==> src/rtl/pfb_pkg.sv <==
// ---------------------------------------------------------------------------
// Packed framebuffer pixel access: shared definitions
// Codes, widths and types used by the front end, queue and back end.
// ---------------------------------------------------------------------------
`default_nettype none

package pfb_pkg;

  // Default sizes handed to the top-level parameters.
  localparam int FRAME_BYTES_DEF = 8192;
  localparam int COORD_BITS_DEF  = 10;

  // Fixed field widths.
  localparam int DIM_W      = 10;  // frame width and height registers
  localparam int BPR_W      = 10;  // bytes per row, up to 512
  localparam int IDX_W      = 20;  // byte index and frame size
  localparam int COLOR_W    = 8;
  localparam int PIX_W      = 4;
  localparam int CMD_W      = 2;
  localparam int FMT_W      = 3;
  localparam int CFG_IDX_W  = 2;
  localparam int CFG_DATA_W = 10;

  // Depth of the queue between the front and back ends.
  localparam int QUEUE_DEPTH = 2;

  // Command codes.
  localparam logic [CMD_W-1:0] CMD_WRITE = 2'd0;
  localparam logic [CMD_W-1:0] CMD_READ  = 2'd1;
  localparam logic [CMD_W-1:0] CMD_CLEAR = 2'd2;

  // Configuration register indexes.
  localparam logic [CFG_IDX_W-1:0] CFG_FRAME_WIDTH  = 2'd0;
  localparam logic [CFG_IDX_W-1:0] CFG_FRAME_HEIGHT = 2'd1;
  localparam logic [CFG_IDX_W-1:0] CFG_PIXEL_FORMAT = 2'd2;

  // Pixel format codes.
  localparam logic [FMT_W-1:0] FMT_1BPP_MSB    = 3'd0;
  localparam logic [FMT_W-1:0] FMT_1BPP_LSB    = 3'd1;
  localparam logic [FMT_W-1:0] FMT_2BPP        = 3'd2;
  localparam logic [FMT_W-1:0] FMT_4BPP        = 3'd3;
  localparam logic [FMT_W-1:0] FMT_UNSUPPORTED = 3'd4;

  // Operation handed from the front end to the back end.
  typedef enum logic [1:0] {
    OP_NOP,
    OP_READ,
    OP_WRITE,
    OP_CLEAR
  } op_kind_t;

  typedef struct packed {
    op_kind_t         kind;
    logic             oob;    // result flag
    logic [2:0]       shift;  // bit position of the pixel field
    logic [PIX_W-1:0] mask;   // field mask before shifting
    logic [7:0]       data;   // pixel value for a write, fill byte for a clear
  } op_ctl_t;

  // Back-end sequencer states.
  typedef enum logic [1:0] {
    BK_IDLE,
    BK_READ,
    BK_MERGE,
    BK_CLEAR
  } back_state_t;

endpackage

`default_nettype wire

==> src/rtl/pfb_queue.sv <==
// ---------------------------------------------------------------------------
// Packed framebuffer operation queue
// A short first-in first-out buffer between the front and back ends.
// ---------------------------------------------------------------------------
`default_nettype none

module pfb_queue import pfb_pkg::*; #(
  parameter int WIDTH = 8
) (
  input  wire logic             clk,
  input  wire logic             rst_n,
  input  wire logic             push,
  input  wire logic [WIDTH-1:0] push_data,
  output logic                  full,
  input  wire logic             pop,
  output logic [WIDTH-1:0]      pop_data,
  output logic                  empty
);

  localparam int PTR_W = (QUEUE_DEPTH > 1) ? $clog2(QUEUE_DEPTH) : 1;
  localparam int CNT_W = $clog2(QUEUE_DEPTH + 1);

  logic [WIDTH-1:0] slot_r [QUEUE_DEPTH];
  logic [PTR_W-1:0] wr_ptr_r, wr_ptr_nxt;
  logic [PTR_W-1:0] rd_ptr_r, rd_ptr_nxt;
  logic [CNT_W-1:0] count_r, count_nxt;
  logic             do_push;
  logic             do_pop;

  assign full     = (count_r == CNT_W'(QUEUE_DEPTH));
  assign empty    = (count_r == '0);
  assign do_push  = push && !full;
  assign do_pop   = pop && !empty;
  assign pop_data = slot_r[rd_ptr_r];

  // Pointer and fill count update with wrap at the queue depth.
  always_comb begin
    wr_ptr_nxt = wr_ptr_r;
    rd_ptr_nxt = rd_ptr_r;
    count_nxt  = count_r;
    if (do_push) begin
      wr_ptr_nxt = (wr_ptr_r == PTR_W'(QUEUE_DEPTH - 1)) ? '0 : wr_ptr_r + PTR_W'(1);
    end
    if (do_pop) begin
      rd_ptr_nxt = (rd_ptr_r == PTR_W'(QUEUE_DEPTH - 1)) ? '0 : rd_ptr_r + PTR_W'(1);
    end
    if (do_push && !do_pop) begin
      count_nxt = count_r + CNT_W'(1);
    end else if (do_pop && !do_push) begin
      count_nxt = count_r - CNT_W'(1);
    end
  end

  always_ff @(posedge clk) begin
    if (!rst_n) begin
      wr_ptr_r <= '0;
      rd_ptr_r <= '0;
      count_r  <= '0;
    end else begin
      wr_ptr_r <= wr_ptr_nxt;
      rd_ptr_r <= rd_ptr_nxt;
      count_r  <= count_nxt;
    end
  end

  always_ff @(posedge clk) begin
    if (do_push) begin
      slot_r[wr_ptr_r] <= push_data;
    end
  end

endmodule

`default_nettype wire

==> config.mk <==
export PLATFORM = sky130hd
export DESIGN_NAME = pfb_queue
export DESIGN_NICKNAME = d
export VERILOG_FILES = /design/src/rtl/pfb_pkg.sv /design/src/rtl/pfb_queue.sv
export SDC_FILE = /design/constraint.sdc
export NUM_CORES = 1
export LEC_CHECK = 0
export ABC_AREA = 1
export BUFFER_PORTS_ARGS = -buffer_cell sky130_fd_sc_hd__buf_2
export CORE_MARGIN = 4
export CORE_UTILIZATION = 49
export CTS_CLUSTER_SIZE = 30
export DETAILED_ROUTE_END_ITERATION = 10
export PLACE_DENSITY = 0.75
export SLEW_MARGIN = 20
export SYNTH_ARGS = -nofsm -noshare
export SYNTH_HDL_FRONTEND = slang
export SYNTH_SLANG_ARGS = --single-unit
==> constraint.sdc <==
create_clock -name clk -period 1.4 [get_ports clk]
set_input_delay 0.28 -clock clk [delete_from_list [all_inputs] [get_ports clk]]
set_output_delay 0.28 -clock clk [all_outputs]
set_load 0.01 [all_outputs]
==> metrics.txt <==
share of cells above drive strength 1 between 40% and 50%; total power 1.91 mW; first-pass GRT wire length between 2 and 2.5 mm; Syn Nets 76; Post-Syn Instances between 60 and 70; WP data required 1.12 ns; core area 1540 um^2; Yosys cell types 15; clock skew between 0.004 and 0.005 ns; Pre-Repair DR Iteration Count 4; reg-to-reg critical path endpoint count_r[1]; area grow syn2layout 36.5%; result of the run complete, but fails checks; vias in the first global route about 560; CTS Hold Bufs 0; Top delay family on crit path flip-flops; violated checks setup timing; drt initial violations 14; commonest non-fill, non-tap cell in the layout edfxtp_1; most frequent cells in the layout edfxtp_1 (16), buf_2 (13), nor2_1 (10), mux2_4 (8), buf_6 (8); final WL 1.38 mm; Worst-path clk slew ~0.11 ns; Data arrival, critical path about 1.2 ns; RD Place Congestion 0.756; final worst setup slack -0.0958 ns; slowest CP cell dfxtp_2; fmax 669 MHz; Num CTS Buffers 3; chip width just under 50 um; r2r worst-path depth 9; Avg Inst Size Synth 13.1 um^2; worst path cell trace buf_12, mux2_4, buf_6; Crit path depth 3; DRT antenna net count 0; peak supply drop 1.29 mV; crit path to pop_data[3]; crit path max fanout 8; hold crit path type input port to register; Rel. slew slack 88.1%; maxcap violations 0; number of synthesized register bits 21; final hold violations 0; Psw 0.579 mW; # nets final between 100 and 150; Pleak ~0.5 nW; synthesized cell area about 820 um^2; crit path time final approximately 1.5 ns; pwr dens 1700 nW/um^2; RR Startpoint count_r[1]; row count 14; Worst path max stage delay about 0.36 ns; Clk Latency, worst-skew pair roughly 0.30 ns; CTS H-tree lvls 1; max-slew violation count 0; Seq pwr share between 40% and 50%; CTS tree yes; Seq/Total Area, Yosys roughly 71%; Hold WS about 0.16 ns; Clock power frac between 10% and 20%; grt total ovfl 0; Net Sw Frac between 30 and 40%; DR vias/cell just under 5; routed len/inst ~13 um; largest net degree at the start of global routing 12; Port Buf Inserts 21; Startpoint Class register; Finished Layout Cells 109; crit path kind register to output pin; Final period util 107%; internal power 1.33 mW; Comb pwr share around two fifths; crit path buf inv count 2; Finished Cell Area between 1000 and 1500 um^2; Worst-Margin Slew ~0.18 ns; die height slightly below 50 um; DP Cell Count 104; CTS Root Cell clkbuf_4; worst reg2reg setup slack roughly 0.090 ns; crit end category output pin; Starting Density 53.4%; half-perimeter wire length after placement a little over 1 mm; fillers around 110; antenna violations before repair 0; Yosys warnings 0; I/O pin cnt 22; Final setup viols 8; placed inst area approximately 990 um^2; CTS Buffer Depth 2; RSZ-0062 raised after global routing yes; GR Util All Layers about an eighth; Inserted Diodes 0; DR vias between 500 and 600; DRC Markers 0; clock sinks 21; Die ar. between 2000 and 2500 um^2
-- synth_stat cells --
| cell | n | area share, % |
|---|---|---|
| inv_1 | 8 | 3.6 |
| nand4_1 | 1 | 0.76 |
| ha_1 | 1 | 1.5 |
| nand3_1 | 1 | 0.61 |
| edfxtp_1 | 16 | 58 |
| o21ai_0 | 2 | 1.2 |
| dfxtp_1 | 5 | 12 |
| inv_2 | 1 | 0.46 |
| buf_2 | 1 | 0.61 |
| o21ai_2 | 1 | 1.1 |
| nor2_2 | 1 | 0.76 |
| nor2_1 | 10 | 4.6 |
| mux2_2 | 8 | 11 |
| a21oi_1 | 1 | 0.61 |
| nand2_1 | 6 | 2.7 |
-- routing by layer --
layer / wire length, um / global-route usage (%) / vias to the layer above
li1: - / - / 272
met1: 566 / 14.1 / 244
met3: 67 / 3.06 / 2
met5: 0 / 0 / -
met4: 26 / 6.73 / 0
met2: 723 / 23.7 / 14
-- state kept, by name, summed over array words and instances, names as in the netlist, named ones only --
| register | count |
|---|---|
| rd_ptr_r | 1 |
| slot_r | 16 |
| wr_ptr_r | 1 |
| count_r | 2 |
-- per-stage QoR --
step	util [%]	TNS (ns)	setup slack, ns
2_1_floorplan	-	0	0.0781
3_3_place_gp	64.4	0	0.0550
3_5_place_dp	64.4	-0.0159	-0.0159
4_1_cts	71.6	-0.818	-0.105
5_1_grt	72.9	-1.20	-0.148
6_report	72.9	-0.732	-0.0958
-- area by class of cell --
type / count / area (um^2) / area share [%]
sequential: 21 / 584 / 52.0
timing repair buffer: 27 / 213 / 18.9
tap: 16 / 20.0 / 1.78
inverter: 9 / 33.8 / 3.01
clock buffer: 4 / 26.3 / 2.34
multi-input combinational: 32 / 246 / 21.9
-- worst min-delay path by stage --
stage / slack (ns) / startpoint / to / depth (start not counted)
floorplan: 0.38 / push_data[0] / slot_r[0][0] / 0
global placement: 0.47 / push_data[6] / slot_r[0][6] / 1
detailed placement: 0.47 / push_data[3] / slot_r[0][3] / 1
CTS: 0.15 / push_data[3] / slot_r[1][3] / 1
global route: 0.14 / push_data[4] / slot_r[0][4] / 1
finish: 0.16 / push_data[0] / slot_r[0][0] / 1
-- cells by family after synthesis --
logic type	Yosys count	synth area share, %
DFF	21	70.5
and+or+nand+nor	19	9.42
buffers and inverters	10	4.71
muxes	8	10.9
AOI/OAI and AO/OA	4	2.89
adders and majority gates	1	1.52
-- power by group through the flow --
stage               registers (mW)  logic [mW]  clock network, mW
finish                       0.862       0.769              0.281
floorplan                    0.849       0.376                  0
detailed placement           0.867       0.606                  0
global route                 0.877       0.850              0.318
CTS                          0.863       0.745              0.292
global placement             0.857       0.586                  0
-- repair_timing --
action | CTS | global route
buffers inserted | 0 | 1
hold endpoints to repair | 0 | 0
endpoints found under the setup margin | 9 | 10
pin swaps | 0 | 1
cloned | 0 | 0
gates resized for setup | 19 | 2
(Power assumes the default switching activity.)
