`src/rtl/pfb_pkg.sv`:
```
// ---------------------------------------------------------------------------
// Packed framebuffer pixel access: shared definitions
// Codes, widths and types used by the front end, queue and back end.
// ---------------------------------------------------------------------------
`default_nettype none

package pfb_pkg;

  // Default sizes handed to the top-level parameters.
  localparam int FRAME_BYTES_DEF = 8192;
  localparam int COORD_BITS_DEF  = 10;

  // Fixed field widths.
  localparam int DIM_W      = 10;  // frame width and height registers
  localparam int BPR_W      = 10;  // bytes per row, up to 512
  localparam int IDX_W      = 20;  // byte index and frame size
  localparam int COLOR_W    = 8;
  localparam int PIX_W      = 4;
  localparam int CMD_W      = 2;
  localparam int FMT_W      = 3;
  localparam int CFG_IDX_W  = 2;
  localparam int CFG_DATA_W = 10;

  // Depth of the queue between the front and back ends.
  localparam int QUEUE_DEPTH = 2;

  // Command codes.
  localparam logic [CMD_W-1:0] CMD_WRITE = 2'd0;
  localparam logic [CMD_W-1:0] CMD_READ  = 2'd1;
  localparam logic [CMD_W-1:0] CMD_CLEAR = 2'd2;

  // Configuration register indexes.
  localparam logic [CFG_IDX_W-1:0] CFG_FRAME_WIDTH  = 2'd0;
  localparam logic [CFG_IDX_W-1:0] CFG_FRAME_HEIGHT = 2'd1;
  localparam logic [CFG_IDX_W-1:0] CFG_PIXEL_FORMAT = 2'd2;

  // Pixel format codes.
  localparam logic [FMT_W-1:0] FMT_1BPP_MSB    = 3'd0;
  localparam logic [FMT_W-1:0] FMT_1BPP_LSB    = 3'd1;
  localparam logic [FMT_W-1:0] FMT_2BPP        = 3'd2;
  localparam logic [FMT_W-1:0] FMT_4BPP        = 3'd3;
  localparam logic [FMT_W-1:0] FMT_UNSUPPORTED = 3'd4;

  // Operation handed from the front end to the back end.
  typedef enum logic [1:0] {
    OP_NOP,
    OP_READ,
    OP_WRITE,
    OP_CLEAR
  } op_kind_t;

  typedef struct packed {
    op_kind_t         kind;
    logic             oob;    // result flag
    logic [2:0]       shift;  // bit position of the pixel field
    logic [PIX_W-1:0] mask;   // field mask before shifting
    logic [7:0]       data;   // pixel value for a write, fill byte for a clear
  } op_ctl_t;

  // Back-end sequencer states.
  typedef enum logic [1:0] {
    BK_IDLE,
    BK_READ,
    BK_MERGE,
    BK_CLEAR
  } back_state_t;

endpackage

`default_nettype wire

```
`src/rtl/pfb_front.sv`:
```
// ---------------------------------------------------------------------------
// Packed framebuffer front end
// Holds the configuration, accepts commands and turns each into a byte
// operation: address, field position, value and out-of-bounds decision.
// ---------------------------------------------------------------------------
`default_nettype none

module pfb_front import pfb_pkg::*; #(
  parameter int FRAME_BYTES = FRAME_BYTES_DEF,
  parameter int COORD_BITS  = COORD_BITS_DEF,
  localparam int ADDR_W     = $clog2(FRAME_BYTES)
) (
  input  wire logic                  clk,
  input  wire logic                  rst_n,
  // Configuration writes
  input  wire logic                  cfg_wr_en,
  input  wire logic [CFG_IDX_W-1:0]  cfg_index,
  input  wire logic [CFG_DATA_W-1:0] cfg_data,
  // Command channel
  input  wire logic                  in_valid,
  output logic                       in_stall,
  input  wire logic [CMD_W-1:0]      in_command,
  input  wire logic [COORD_BITS-1:0] in_x_coord,
  input  wire logic [COORD_BITS-1:0] in_y_coord,
  input  wire logic [COLOR_W-1:0]    in_color,
  // Queue push side
  output logic                       push_valid,
  input  wire logic                  push_full,
  output op_ctl_t                    push_ctl,
  output logic [ADDR_W-1:0]          push_addr
);

  localparam int EXT_W = COORD_BITS + DIM_W;

  // Configuration registers.
  logic [DIM_W-1:0] width_r, width_nxt;
  logic [DIM_W-1:0] height_r, height_nxt;
  logic [FMT_W-1:0] fmt_r, fmt_nxt;

  // Classification stage registers.
  logic               st_valid_r, st_valid_nxt;
  logic [CMD_W-1:0]   st_cmd_r;
  logic [DIM_W-1:0]   st_x_r;
  logic [COLOR_W-1:0] st_color_r;
  logic [IDX_W-1:0]   st_prod_r;
  logic               st_outside_r;

  logic               accept;
  logic [BPR_W-1:0]   bpr;
  logic [DIM_W-1:0]   mult_b;
  logic [IDX_W-1:0]   prod;
  logic [EXT_W-1:0]   x_ext;
  logic [EXT_W-1:0]   y_ext;
  logic               outside;
  logic [DIM_W:0]     w_p7;
  logic [DIM_W+1:0]   w2_p7;
  logic [DIM_W:0]     w_p1;

  logic [IDX_W-1:0]   xoff;
  logic [IDX_W-1:0]   idx;
  logic [IDX_W-1:0]   prod_m1;
  logic               too_big;
  logic [ADDR_W-1:0]  last_addr;
  logic               fmt_ok;
  logic [2:0]         shift;
  logic [PIX_W-1:0]   mask;
  logic [7:0]         wr_val;
  logic [7:0]         fill;

  // Configuration writes; an index past the register list is ignored.
  always_comb begin
    width_nxt  = width_r;
    height_nxt = height_r;
    fmt_nxt    = fmt_r;
    if (cfg_wr_en) begin
      unique case (cfg_index)
        CFG_FRAME_WIDTH:  width_nxt  = cfg_data;
        CFG_FRAME_HEIGHT: height_nxt = cfg_data;
        CFG_PIXEL_FORMAT: fmt_nxt    = cfg_data[FMT_W-1:0];
        default: ;
      endcase
    end
  end

  always_ff @(posedge clk) begin
    if (!rst_n) begin
      width_r  <= '0;
      height_r <= '0;
      fmt_r    <= FMT_UNSUPPORTED;
    end else begin
      width_r  <= width_nxt;
      height_r <= height_nxt;
      fmt_r    <= fmt_nxt;
    end
  end

  // Bytes per padded row in the current format.
  always_comb begin
    w_p7  = {1'b0, width_r} + (DIM_W+1)'(7);
    w2_p7 = {1'b0, width_r, 1'b0} + (DIM_W+2)'(7);
    w_p1  = {1'b0, width_r} + (DIM_W+1)'(1);
    unique case (fmt_r)
      FMT_1BPP_MSB, FMT_1BPP_LSB: bpr = BPR_W'(w_p7 >> 3);
      FMT_2BPP:                   bpr = BPR_W'(w2_p7 >> 3);
      FMT_4BPP:                   bpr = BPR_W'(w_p1 >> 1);
      default:                    bpr = '0;
    endcase
  end

  // Accept stage: one multiply, row offset for pixels or frame size for a clear.
  assign in_stall   = st_valid_r && push_full;
  assign accept     = in_valid && !in_stall;
  assign push_valid = st_valid_r;

  assign x_ext   = EXT_W'(in_x_coord);
  assign y_ext   = EXT_W'(in_y_coord);
  assign outside = (x_ext >= EXT_W'(width_r)) || (y_ext >= EXT_W'(height_r));
  assign mult_b  = (in_command == CMD_CLEAR) ? height_r : y_ext[DIM_W-1:0];
  assign prod    = IDX_W'(bpr) * IDX_W'(mult_b);

  always_comb begin
    st_valid_nxt = st_valid_r;
    if (accept) begin
      st_valid_nxt = 1'b1;
    end else if (!push_full) begin
      st_valid_nxt = 1'b0;
    end
  end

  always_ff @(posedge clk) begin
    if (!rst_n) begin
      st_valid_r <= 1'b0;
    end else begin
      st_valid_r <= st_valid_nxt;
    end
  end

  always_ff @(posedge clk) begin
    if (accept) begin
      st_cmd_r     <= in_command;
      st_x_r       <= x_ext[DIM_W-1:0];
      st_color_r   <= in_color;
      st_prod_r    <= prod;
      st_outside_r <= outside;
    end
  end

  // Field position, mask, write value and fill byte per format.
  always_comb begin
    fmt_ok = 1'b1;
    unique case (fmt_r)
      FMT_1BPP_MSB: begin
        xoff   = IDX_W'(st_x_r >> 3);
        shift  = 3'd7 - st_x_r[2:0];
        mask   = 4'h1;
        wr_val = {7'b0, (st_color_r != '0)};
        fill   = (st_color_r != '0) ? 8'hFF : 8'h00;
      end
      FMT_1BPP_LSB: begin
        xoff   = IDX_W'(st_x_r >> 3);
        shift  = st_x_r[2:0];
        mask   = 4'h1;
        wr_val = {7'b0, (st_color_r != '0)};
        fill   = (st_color_r != '0) ? 8'hFF : 8'h00;
      end
      FMT_2BPP: begin
        xoff   = IDX_W'(st_x_r >> 2);
        shift  = {~st_x_r[1:0], 1'b0};
        mask   = 4'h3;
        wr_val = {6'b0, st_color_r[1:0]};
        fill   = {4{st_color_r[1:0]}};
      end
      FMT_4BPP: begin
        xoff   = IDX_W'(st_x_r >> 1);
        shift  = st_x_r[0] ? 3'd0 : 3'd4;
        mask   = 4'hF;
        wr_val = {4'b0, st_color_r[3:0]};
        fill   = {2{st_color_r[3:0]}};
      end
      default: begin
        fmt_ok = 1'b0;
        xoff   = '0;
        shift  = '0;
        mask   = '0;
        wr_val = '0;
        fill   = '0;
      end
    endcase
  end

  assign idx     = st_prod_r + xoff;
  assign prod_m1 = st_prod_r - IDX_W'(1);
  assign too_big = st_prod_r > IDX_W'(FRAME_BYTES);
  assign last_addr = too_big ? ADDR_W'(FRAME_BYTES - 1) : prod_m1[ADDR_W-1:0];

  // Classification into the operation the back end carries out.
  always_comb begin
    push_ctl.kind  = OP_NOP;
    push_ctl.oob   = 1'b1;
    push_ctl.shift = shift;
    push_ctl.mask  = mask;
    push_ctl.data  = wr_val;
    push_addr      = idx[ADDR_W-1:0];
    priority if (!fmt_ok) begin
      push_ctl.kind = OP_NOP;
    end else if (st_cmd_r == CMD_CLEAR) begin
      push_ctl.data = fill;
      push_addr     = last_addr;
      if (st_prod_r != '0) begin
        push_ctl.kind = OP_CLEAR;
        push_ctl.oob  = too_big;
      end
    end else if (st_cmd_r != CMD_WRITE && st_cmd_r != CMD_READ) begin
      push_ctl.kind = OP_NOP;
    end else if (st_outside_r || idx >= IDX_W'(FRAME_BYTES)) begin
      push_ctl.kind = OP_NOP;
    end else begin
      push_ctl.kind = (st_cmd_r == CMD_READ) ? OP_READ : OP_WRITE;
      push_ctl.oob  = 1'b0;
    end
  end

endmodule

`default_nettype wire

```
`config.mk`:
```
export PLATFORM = sky130hd
export DESIGN_NAME = pfb_front
export DESIGN_NICKNAME = d
export VERILOG_FILES = /design/src/rtl/pfb_pkg.sv /design/src/rtl/pfb_front.sv
export SDC_FILE = /design/constraint.sdc
export NUM_CORES = 1
export LEC_CHECK = 0
export BUFFER_PORTS_ARGS = -buffer_cell sky130_fd_sc_hd__buf_2
export CAP_MARGIN = 20
export CORE_ASPECT_RATIO = 0.9
export CORE_MARGIN = 5
export CORE_UTILIZATION = 40
export CTS_CLUSTER_SIZE = 20
export DETAILED_ROUTE_END_ITERATION = 7
export PLACE_DENSITY_LB_ADDON = 0.3
export SKIP_CTS_REPAIR_TIMING = 1
export SKIP_LAST_GASP = 1
export SLEW_MARGIN = 5
export SYNTH_ARGS = -nofsm -noshare
export SYNTH_HDL_FRONTEND = slang
export SYNTH_SLANG_ARGS = --single-unit
```
`constraint.sdc`:
```
create_clock -name clk -period 15.2 [get_ports clk]
set_input_delay 0.76 -clock clk [delete_from_list [all_inputs] [get_ports clk]]
set_output_delay 0.76 -clock clk [all_outputs]
set_load 0.05 [all_outputs]
```
==> results of run 1 <==
==> worst paths after layout <==
path	from	endpoint	depth (start not counted)
setup reg to reg	fmt_r[0]$_SDFFE_PN0P_	st_prod_r[19]$_DFFE_PP_	23
hold reg to reg	fmt_r[0]$_SDFFE_PN0P_	fmt_r[0]$_SDFFE_PN0P_	2
hold / removal	fmt_r[0]$_SDFFE_PN0P_	fmt_r[0]$_SDFFE_PN0P_	2
setup / recovery	fmt_r[0]$_SDFFE_PN0P_	st_prod_r[19]$_DFFE_PP_	23
==> layer usage <==
metal,wire (um),vias up,track usage [%]
li1,-,3272,-
met1,9330,3103,25.5
met2,8540,177,25.9
met3,1330,22,3.79
met4,292,0,4.76
met5,0,-,0
==> stage by stage <==
stage	instance area [um^2]	worst slack (ns)	hold WS, ns	utilization [%]
detailed placement	8500	7.74	0.508	44.1
floorplan	7890	8.76	0.486	-
global placement	8500	7.94	0.502	44.1
CTS	8800	7.85	0.526	45.6
global route	8810	7.36	0.553	45.7
finish	8810	7.83	0.521	45.7
==> registers in the layout (all words and copies together), names as in the netlist <==
register      count
st_prod_r        20
height_r         10
st_x_r           10
width_r          10
st_color_r        8
fmt_r             3
st_cmd_r          2
push_valid        1
st_outside_r      1
==> layout make-up <==
type	instances	area, um^2	share of cell area (%)
tap	250	313	3.55
timing repair buffer	84	437	4.96
sequential	65	1710	19.4
clock buffer	10	250	2.84
multi-input combinational	717	5670	64.4
clock inverter	6	48.8	0.554
inverter	100	375	4.26
==> logic make-up (layout without fill, tap and decap cells) <==
group           count (synthesis)  count (layout)
simple gates                  312             312
compound gates                187             187
fa+ha+maj                     150             150
buf+inv                       135             200
flops                          65              65
xor+xnor                       44              44
mux                            24              24
==> Yosys cell counts (18+ instances only) <==
library cell | instances | area (um^2)
sky130_fd_sc_hd__inv_1 | 98 | 368
sky130_fd_sc_hd__mux2i_1 | 22 | 220
sky130_fd_sc_hd__clkbuf_1 | 27 | 101
sky130_fd_sc_hd__nor2b_1 | 26 | 163
sky130_fd_sc_hd__ha_1 | 87 | 1090
sky130_fd_sc_hd__a21oi_1 | 55 | 275
sky130_fd_sc_hd__nand2_1 | 65 | 244
sky130_fd_sc_hd__o21ai_0 | 32 | 160
sky130_fd_sc_hd__dfxtp_1 | 24 | 480
sky130_fd_sc_hd__fa_1 | 63 | 1260
sky130_fd_sc_hd__nand3_1 | 18 | 90.1
sky130_fd_sc_hd__edfxtp_1 | 41 | 1230
sky130_fd_sc_hd__xnor2_1 | 34 | 298
sky130_fd_sc_hd__nor2_1 | 122 | 458
==> power by group through the flow <==
stage / clock [mW] / combinational (mW) / sequential, mW
final: 0.203 / 0.0845 / 0.205
after global routing: 0.216 / 0.0932 / 0.207
after CTS: 0.210 / 0.0841 / 0.205
after detailed placement: 0 / 0.0837 / 0.209
after global placement: 0 / 0.0829 / 0.209
after floorplan: 0 / 0.0592 / 0.206
==> critical path: cells and delay by family (launching register included) <==
kind | cells | cell delay [ns]
xor gates and xnor gates | 1 | 0.08
DFF | 1 | 0.32
adders and majority gates | 6 | 2.79
buffers and inverters | 4 | 0.82
and+or+nand+nor | 3 | 0.96
AOI/OAI and AO/OA | 9 | 2.14
==> impl_summary.md, run 1 <==
Outcome
The flow ran to the end, and the final reports show no timing, DRC or antenna violations.

Placed design
Once placement completed, the tool counted placed cells totaling 1215. The sum of net half-perimeters after detailed placement is 15900 um. Port buffering added 79 buffers.

Routability-driven placement finished with a final weighted congestion of 0.940.

Floorplanning
80 I/O pins were placed. In this run the horizontal extent of the chip is 158 um. The floorplan die area is 22600 um^2. The floorplan step defined a core boundary enclosing 19300 um^2.

The die is 143 um tall. Row generation in the floorplan step produced 48 rows. Once the floorplan was initialized, standard cells occupied 40.9% of the core.

Clock network
Clock tree synthesis inserted a total of 9 buffers. TritonCTS built the clock tree. The clock transition time at the flip-flop clock pins of the worst setup and hold paths is 0.06 ns.

For this design, the sink count on the clock tree is 65. The H-tree generated during clock tree synthesis spans 3 levels. The buffer type at the clock tree root is sky130_fd_sc_hd__clkbuf_16.

The latest clock arrival within the worst-skew pair is 0.34 ns. The clock passes through at most 2 buffers.

Setup path
STA puts the critical path data required time at 15.29 ns. Traced cell by cell, the critical path runs through buf_4, clkinv_1, nor4_1, a211oi_1, o21ai_0, o21ai_0, or2_2, nor2_1, fa_1, fa_1, inv_1, fa_1, fa_1, inv_1, fa_1, ha_1, o21ai_0, a21oi_1, o41ai_1, o311ai_0, a21o_1, a21oi_1, xnor2_1. For this run, the slowest stage of the critical path takes 0.82 ns. Among the stages of the critical path, the cell type that occurs most often is sky130_fd_sc_hd__fa_1. The flop-to-flop setup slack is 7.83 ns. STA classifies the critical path endpoint as a flop. The class of the most critical setup path is reg2reg.

The maximum fanout along the worst path is 35. The sort of element at the start of the critical path is a flop. Data arrives at the worst endpoint at 7.46 ns. The cell with the largest stage delay on the worst path is sky130_fd_sc_hd__o41ai_1.

Timing
The final number of hold-violating endpoints is 0. The share of the cycle needed by the critical path after routing is 48.5%. The final setup violation count is 0. The max-slew violation count is 0. For the pin with the worst max-slew slack, the measured transition is 1.00 ns. The maximum frequency from static timing analysis is 136 MHz. The aggregate negative setup slack is 0 ns.

The worst relative slew slack is 32.4%. The clock period could shrink to 7.37 ns. Setup repair after global routing left no endpoint under its margin. For the final database, setup skew stands at 0.00662 ns.

Final layout
The final-layout fill cell count is 1915. Relative to the synthesized area, the layout overhead comes to 11.6%. The antenna diode count is 0.

The library cell used most frequently in the layout, excluding fill and tap cells, is sky130_fd_sc_hd__nor2_1. The number of non-filler instances in the completed layout is 1232. The fraction of final layout cells with drive strength greater than 1 is 12.3%.

In the layout the commonest cells are sky130_fd_sc_hd__nor2_1, sky130_fd_sc_hd__inv_1, sky130_fd_sc_hd__ha_1. For this run, the post-layout net count is 1174.

Pwr
The largest voltage drop on the vdd net is 0.0409 mV. The total power density per cell area is 56.0 nW/um^2. The sequential group share of total power is 41.7%.

The overall power consumption is 0.493 mW. The part of the power in the clock network is 41.2%. The internal portion of the total power is 0.348 mW.

Of the total power, the share spent switching nets is 29.5%. Per report_power, the combinational group accounts for 17.1% of the total. The static leakage is 4.12 nW. The analysis attributes to net switching a power of 0.145 mW.

Synthesis
The most used flip-flop cell after synthesis is sky130_fd_sc_hd__edfxtp_1. The synthesized instance count is 917. After synthesis, the largest family of logic cells by area is adder cells.

The sequential area share after synthesis is 21.7%. The count of state elements after synthesis is 65. The synthesized design contains 41 enable-type register cells.

The proportion of synthesized flip-flops having asynchronous set or reset is 0%. Summing the areas of all compound-gate instances in the mapped netlist gives 15.4% of the synthesized area. The count of warnings emitted by yosys is 0. The XOR/XNOR share of the synthesized area is 4.88%. The number of distinct library cells after synthesis is 62. The average size of a mapped cell is 8.61 um^2. After synthesis the cells add up to 7890 um^2. The synthesized netlist devotes 29.8% of its cell area to adder and majority cells. The number of nets produced by synthesis is 1114. Of the total synthesized cell area, the portion taken by AND, OR, NAND and NOR gates is 18.6%. After synthesis, the share of cell area in mux cells is 3.08%.

Global routing
The number of global-route vias before repair is 6079. The first global-routing pass estimated 31000 um of wire. Entering global routing, the biggest net connects 42 pins. The overall fraction of global-route tracks in use is 17.4%.

For this run the aggregate overflow at the end of global routing stands at 0. The initial antenna violation count is 0.

Routing
The DRC violation count after routing is 0. The mean routed wirelength per cell is 15.8 um. For this run, the detailed router's first-pass iteration total came to 5. Wires add up to 19500 um. Once detail routing completed, the nets flagged for antenna violations numbered 0.

The average vias per placed instance is 5.34. The total via count in the routed design is 6574. After the first detailed-routing iteration, the DRC count stood at 460.

Worst hold path
The worst hold path belongs to the class reg2reg.

Flow run
The count of maximum capacitance violations is 0.
Note: power is estimated with default switching activity, not from simulation.
==> run 2, diff against run 1 <==
==> constraint.sdc (replaced) <==
create_clock -name clk -period 6.5 [get_ports clk]
set_input_delay 0.325 -clock clk [delete_from_list [all_inputs] [get_ports clk]]
set_output_delay 0.325 -clock clk [all_outputs]
set_load 0.05 [all_outputs]
==> impl_summary.md, run 2 (synthesis results as in run 1) <==
Final layout
The combined flip-flop and latch cell area came to 1720 um^2 (was 1710 um^2). The layout net count was 1217 (was 1174). The register containing the most flip-flops in the final layout is st_prod_r (unchanged). The final instance area is 9220 um^2 (was 8810 um^2). The post-layout utilization of the core is 47.8% (was 45.7%). The synthesis-to-layout area growth is 16.8% (was 11.6%). The final-layout fill cell count came to 1851 (was 1915).

Top library cells by usage in the layout, fill and taps aside: sky130_fd_sc_hd__nor2_1, sky130_fd_sc_hd__inv_1, sky130_fd_sc_hd__ha_1 (unchanged). The number of flip-flops under the largest register name is 20 (unchanged). The fraction of final layout cells with drive strength greater than 1 is 18.0% (was 12.3%).

The most common cell after layout, fill and taps aside is sky130_fd_sc_hd__nor2_1 (unchanged). The area taken by multi-input logic gates is 5740 um^2 (was 5670 um^2). The number of non-filler instances in the completed layout came to 1275 (was 1232). The antenna diode count came to 0 (unchanged).

Pwr
The proportion of power drawn by combinational gates is 17.4% (was 17.1%). The fraction of power spent switching nets is 28.7% (was 29.5%). The switching power summed over all nets is 0.343 mW (was 0.145 mW).

The overall power consumption was 1.20 mW (was 0.493 mW). The part of the power in the clock network is 42.3% (was 41.2%). The static leakage is 4.36 nW (was 4.12 nW).

The sequential group share of total power is 40.3% (was 41.7%). The total power density per cell area came to 130 nW/um^2 (was 56.0 nW/um^2). The internal power consumption came to 0.852 mW (was 0.348 mW).

The largest voltage drop on the vdd net is 0.0784 mV (was 0.0409 mV).

Placed design
The final weighted congestion of routability-driven global placement is 0.936 (was 0.940). The total instance count after detailed placement is 1258 (was 1215). The cell area after placement came to 8820 um^2 (was 8500 um^2). The sum of net half-perimeters after detailed placement is 17100 um (was 15900 um). The worst slack after detailed placement is -0.00307 ns (was 7.74 ns). The count of port buffers added during placement is 79 (unchanged).

Timing
The worst relative slew slack is 29.6% (was 32.4%). The post-layout minimum cycle time is 6.20 ns (was 7.37 ns). The transition time at the pin with the least slew margin is 1.05 ns (was 1.00 ns). The final worst slack is 0.304 ns (was 7.83 ns).

The share of the cycle needed by the critical path after routing is 95.3% (was 48.5%). The worst setup skew after layout is 0.00762 ns (was 0.00662 ns). The final number of hold-violating endpoints is 0 (unchanged). The max-slew violation count is 0 (unchanged). The worst hold slack is 0.157 ns (was 0.521 ns). The final setup violation count came to 0 (unchanged).

The maximum frequency from static timing analysis is 161 MHz (was 136 MHz). The aggregate negative setup slack is 0 ns (unchanged).

Routing
The total via count in the routed design was 6758 (was 6574). The number of DRC markers in iteration 0 is 413 (was 460). The DRC violation count after routing is 0 (unchanged). The iteration count of the initial detailed-routing pass is 5 (unchanged). The total routed wirelength is 20700 um (was 19500 um). The count of antenna-violating nets left after detailed routing is 0 (unchanged). The mean routed wirelength per cell is 16.3 um (was 15.8 um). The average vias per placed instance is 5.30 (was 5.34).

Global routing
The first-pass GRT wire length was 33600 um (was 31000 um). The maximum number of pins on one net before global-route repair is 42 (unchanged). The overall fraction of global-route tracks in use was 18.7% (was 17.4%).

The number of global-route vias before repair is 6529 (was 6079). The total grt overflow is 0 (unchanged). The initial antenna violation count is 0 (unchanged).

Setup path
The beginning of the worst register-to-register path is width_r[4]$_SDFFE_PN0P_ (was fmt_r[0]$_SDFFE_PN0P_). The data required time at the worst endpoint is 6.60 ns (was 15.29 ns). The count of buffer and inverter cells on the critical path was 2 (was 4). The worst endpoint data arrival time is 6.29 ns (was 7.46 ns). The flop-to-flop setup slack is 0.30 ns (was 7.83 ns). The logic depth of the worst setup path including buffers is 23 (unchanged). The sort of element at the start of the critical path is a flop (unchanged). The largest stage delay on the critical path is 0.54 ns (was 0.82 ns). The kind of end point of the critical path is a flop (unchanged).

The depth of the most critical reg-to-reg path is 23 (unchanged). Ordered list of cells on the worst path: and3_1, nand2_1, nor2_1, nand2_1, xnor2_1, o21ai_2, or2_2, nor2_1, fa_1, fa_1, inv_1, fa_1, fa_1, inv_1, fa_1, ha_1, nor3_1, o21ai_0, a31oi_2, o31ai_2, a311o_1, a21oi_1, xnor2_1 (was buf_4, clkinv_1, nor4_1, a211oi_1, o21ai_0, o21ai_0, or2_2, nor2_1, fa_1, fa_1, inv_1, fa_1, fa_1, inv_1, fa_1, ha_1, o21ai_0, a21oi_1, o41ai_1, o311ai_0, a21o_1, a21oi_1, xnor2_1). The maximum fanout along the worst path is 9 (was 35). The class of the most critical setup path is reg2reg (unchanged). The most repeated library cell on the critical path is sky130_fd_sc_hd__fa_1 (unchanged). The category of cells accounting for the largest share of critical-path delay is adder cells (unchanged). The terminus of the critical flop-to-flop path is st_prod_r[18]$_DFFE_PP_ (was st_prod_r[19]$_DFFE_PP_). The cell with the largest stage delay on the worst path is sky130_fd_sc_hd__fa_1 (was sky130_fd_sc_hd__o41ai_1).

Flow run
The count of maximum capacitance violations is 0 (unchanged).

Worst hold path
The type of the tightest min-delay check was in2reg (was reg2reg). The source of the worst hold timing path is in_color[7] (was fmt_r[0]$_SDFFE_PN0P_). The count of cells along the worst hold path is 1 (was 2).

The endpoint of the worst hold path is st_color_r[7]$_DFFE_PP_ (was fmt_r[0]$_SDFFE_PN0P_).

Floorplanning
The height of the chip is 143 um (unchanged). The count of standard-cell rows is 48 (unchanged). The floorplan die area is 22600 um^2 (unchanged). The initial standard-cell utilization of the core came to 40.9% (unchanged). The number of top-level pins is 80 (unchanged). The placeable core area is 19300 um^2 (unchanged). The die width came to 158 um (unchanged).

Clock network
The count of H-tree levels built during CTS is 3 (unchanged). The clock tree from TritonCTS is done (unchanged). The latest clock arrival within the worst-skew pair is 0.34 ns (about the same). The number of buffers created by CTS is 9 (unchanged). The total number of clock tree sinks is 65 (unchanged).

The buffer type at the clock tree root was sky130_fd_sc_hd__clkbuf_16 (unchanged). The number of buffers on the longest clock path came to 2 (unchanged). The clock transition time at the flip-flop clock pins of the worst setup and hold paths is 0.06 ns (about the same).

Outcome
Run status: complete, no violations (unchanged).
[run 2: how the worst max path moves through the flow]
stage | start | end | slack, ns
after floorplan | width_r[0]$_SDFFE_PN0P_ | st_prod_r[19]$_DFFE_PP_ | 0.06
after global placement | width_r[4]$_SDFFE_PN0P_ | st_prod_r[18]$_DFFE_PP_ | 0.15
after detailed placement | width_r[4]$_SDFFE_PN0P_ | st_prod_r[17]$_DFFE_PP_ | -0.003
after CTS | width_r[4]$_SDFFE_PN0P_ | st_prod_r[17]$_DFFE_PP_ | -0.05
after global routing | width_r[0]$_SDFFE_PN0P_ | st_prod_r[18]$_DFFE_PP_ | -0.008
final | width_r[4]$_SDFFE_PN0P_ | st_prod_r[18]$_DFFE_PP_ | 0.30
[run 2: per-layer routing]
layer / routed length (um) / part of all wire, % / global-route usage, % / vias up
met2: 8960 / 43 / 28.2 / 209
met3: 1420 / 6.9 / 2.70 / 33
met4: 355 / 1.7 / 4.98 / 0
met1: 10000 / 48 / 28.1 / 3160
li1: - / - / - / 3356
met5: 0 / 0 / 0 / -
[run 2: power by group through the flow]
stage	combinational (mW)	sequential, mW	clock [mW]
after global placement	0.204	0.489	0
after floorplan	0.138	0.482	0
after CTS	0.207	0.481	0.519
after global routing	0.230	0.485	0.539
after detailed placement	0.206	0.489	0
final	0.208	0.482	0.505
[run 2: cell type report]
class,count,share of cell area (%)
clock inverter,4,0.312
tap,250,3.39
timing repair buffer,127,8.20
inverter,100,4.07
multi-input combinational,717,62.3
sequential,65,18.6
clock buffer,12,3.13
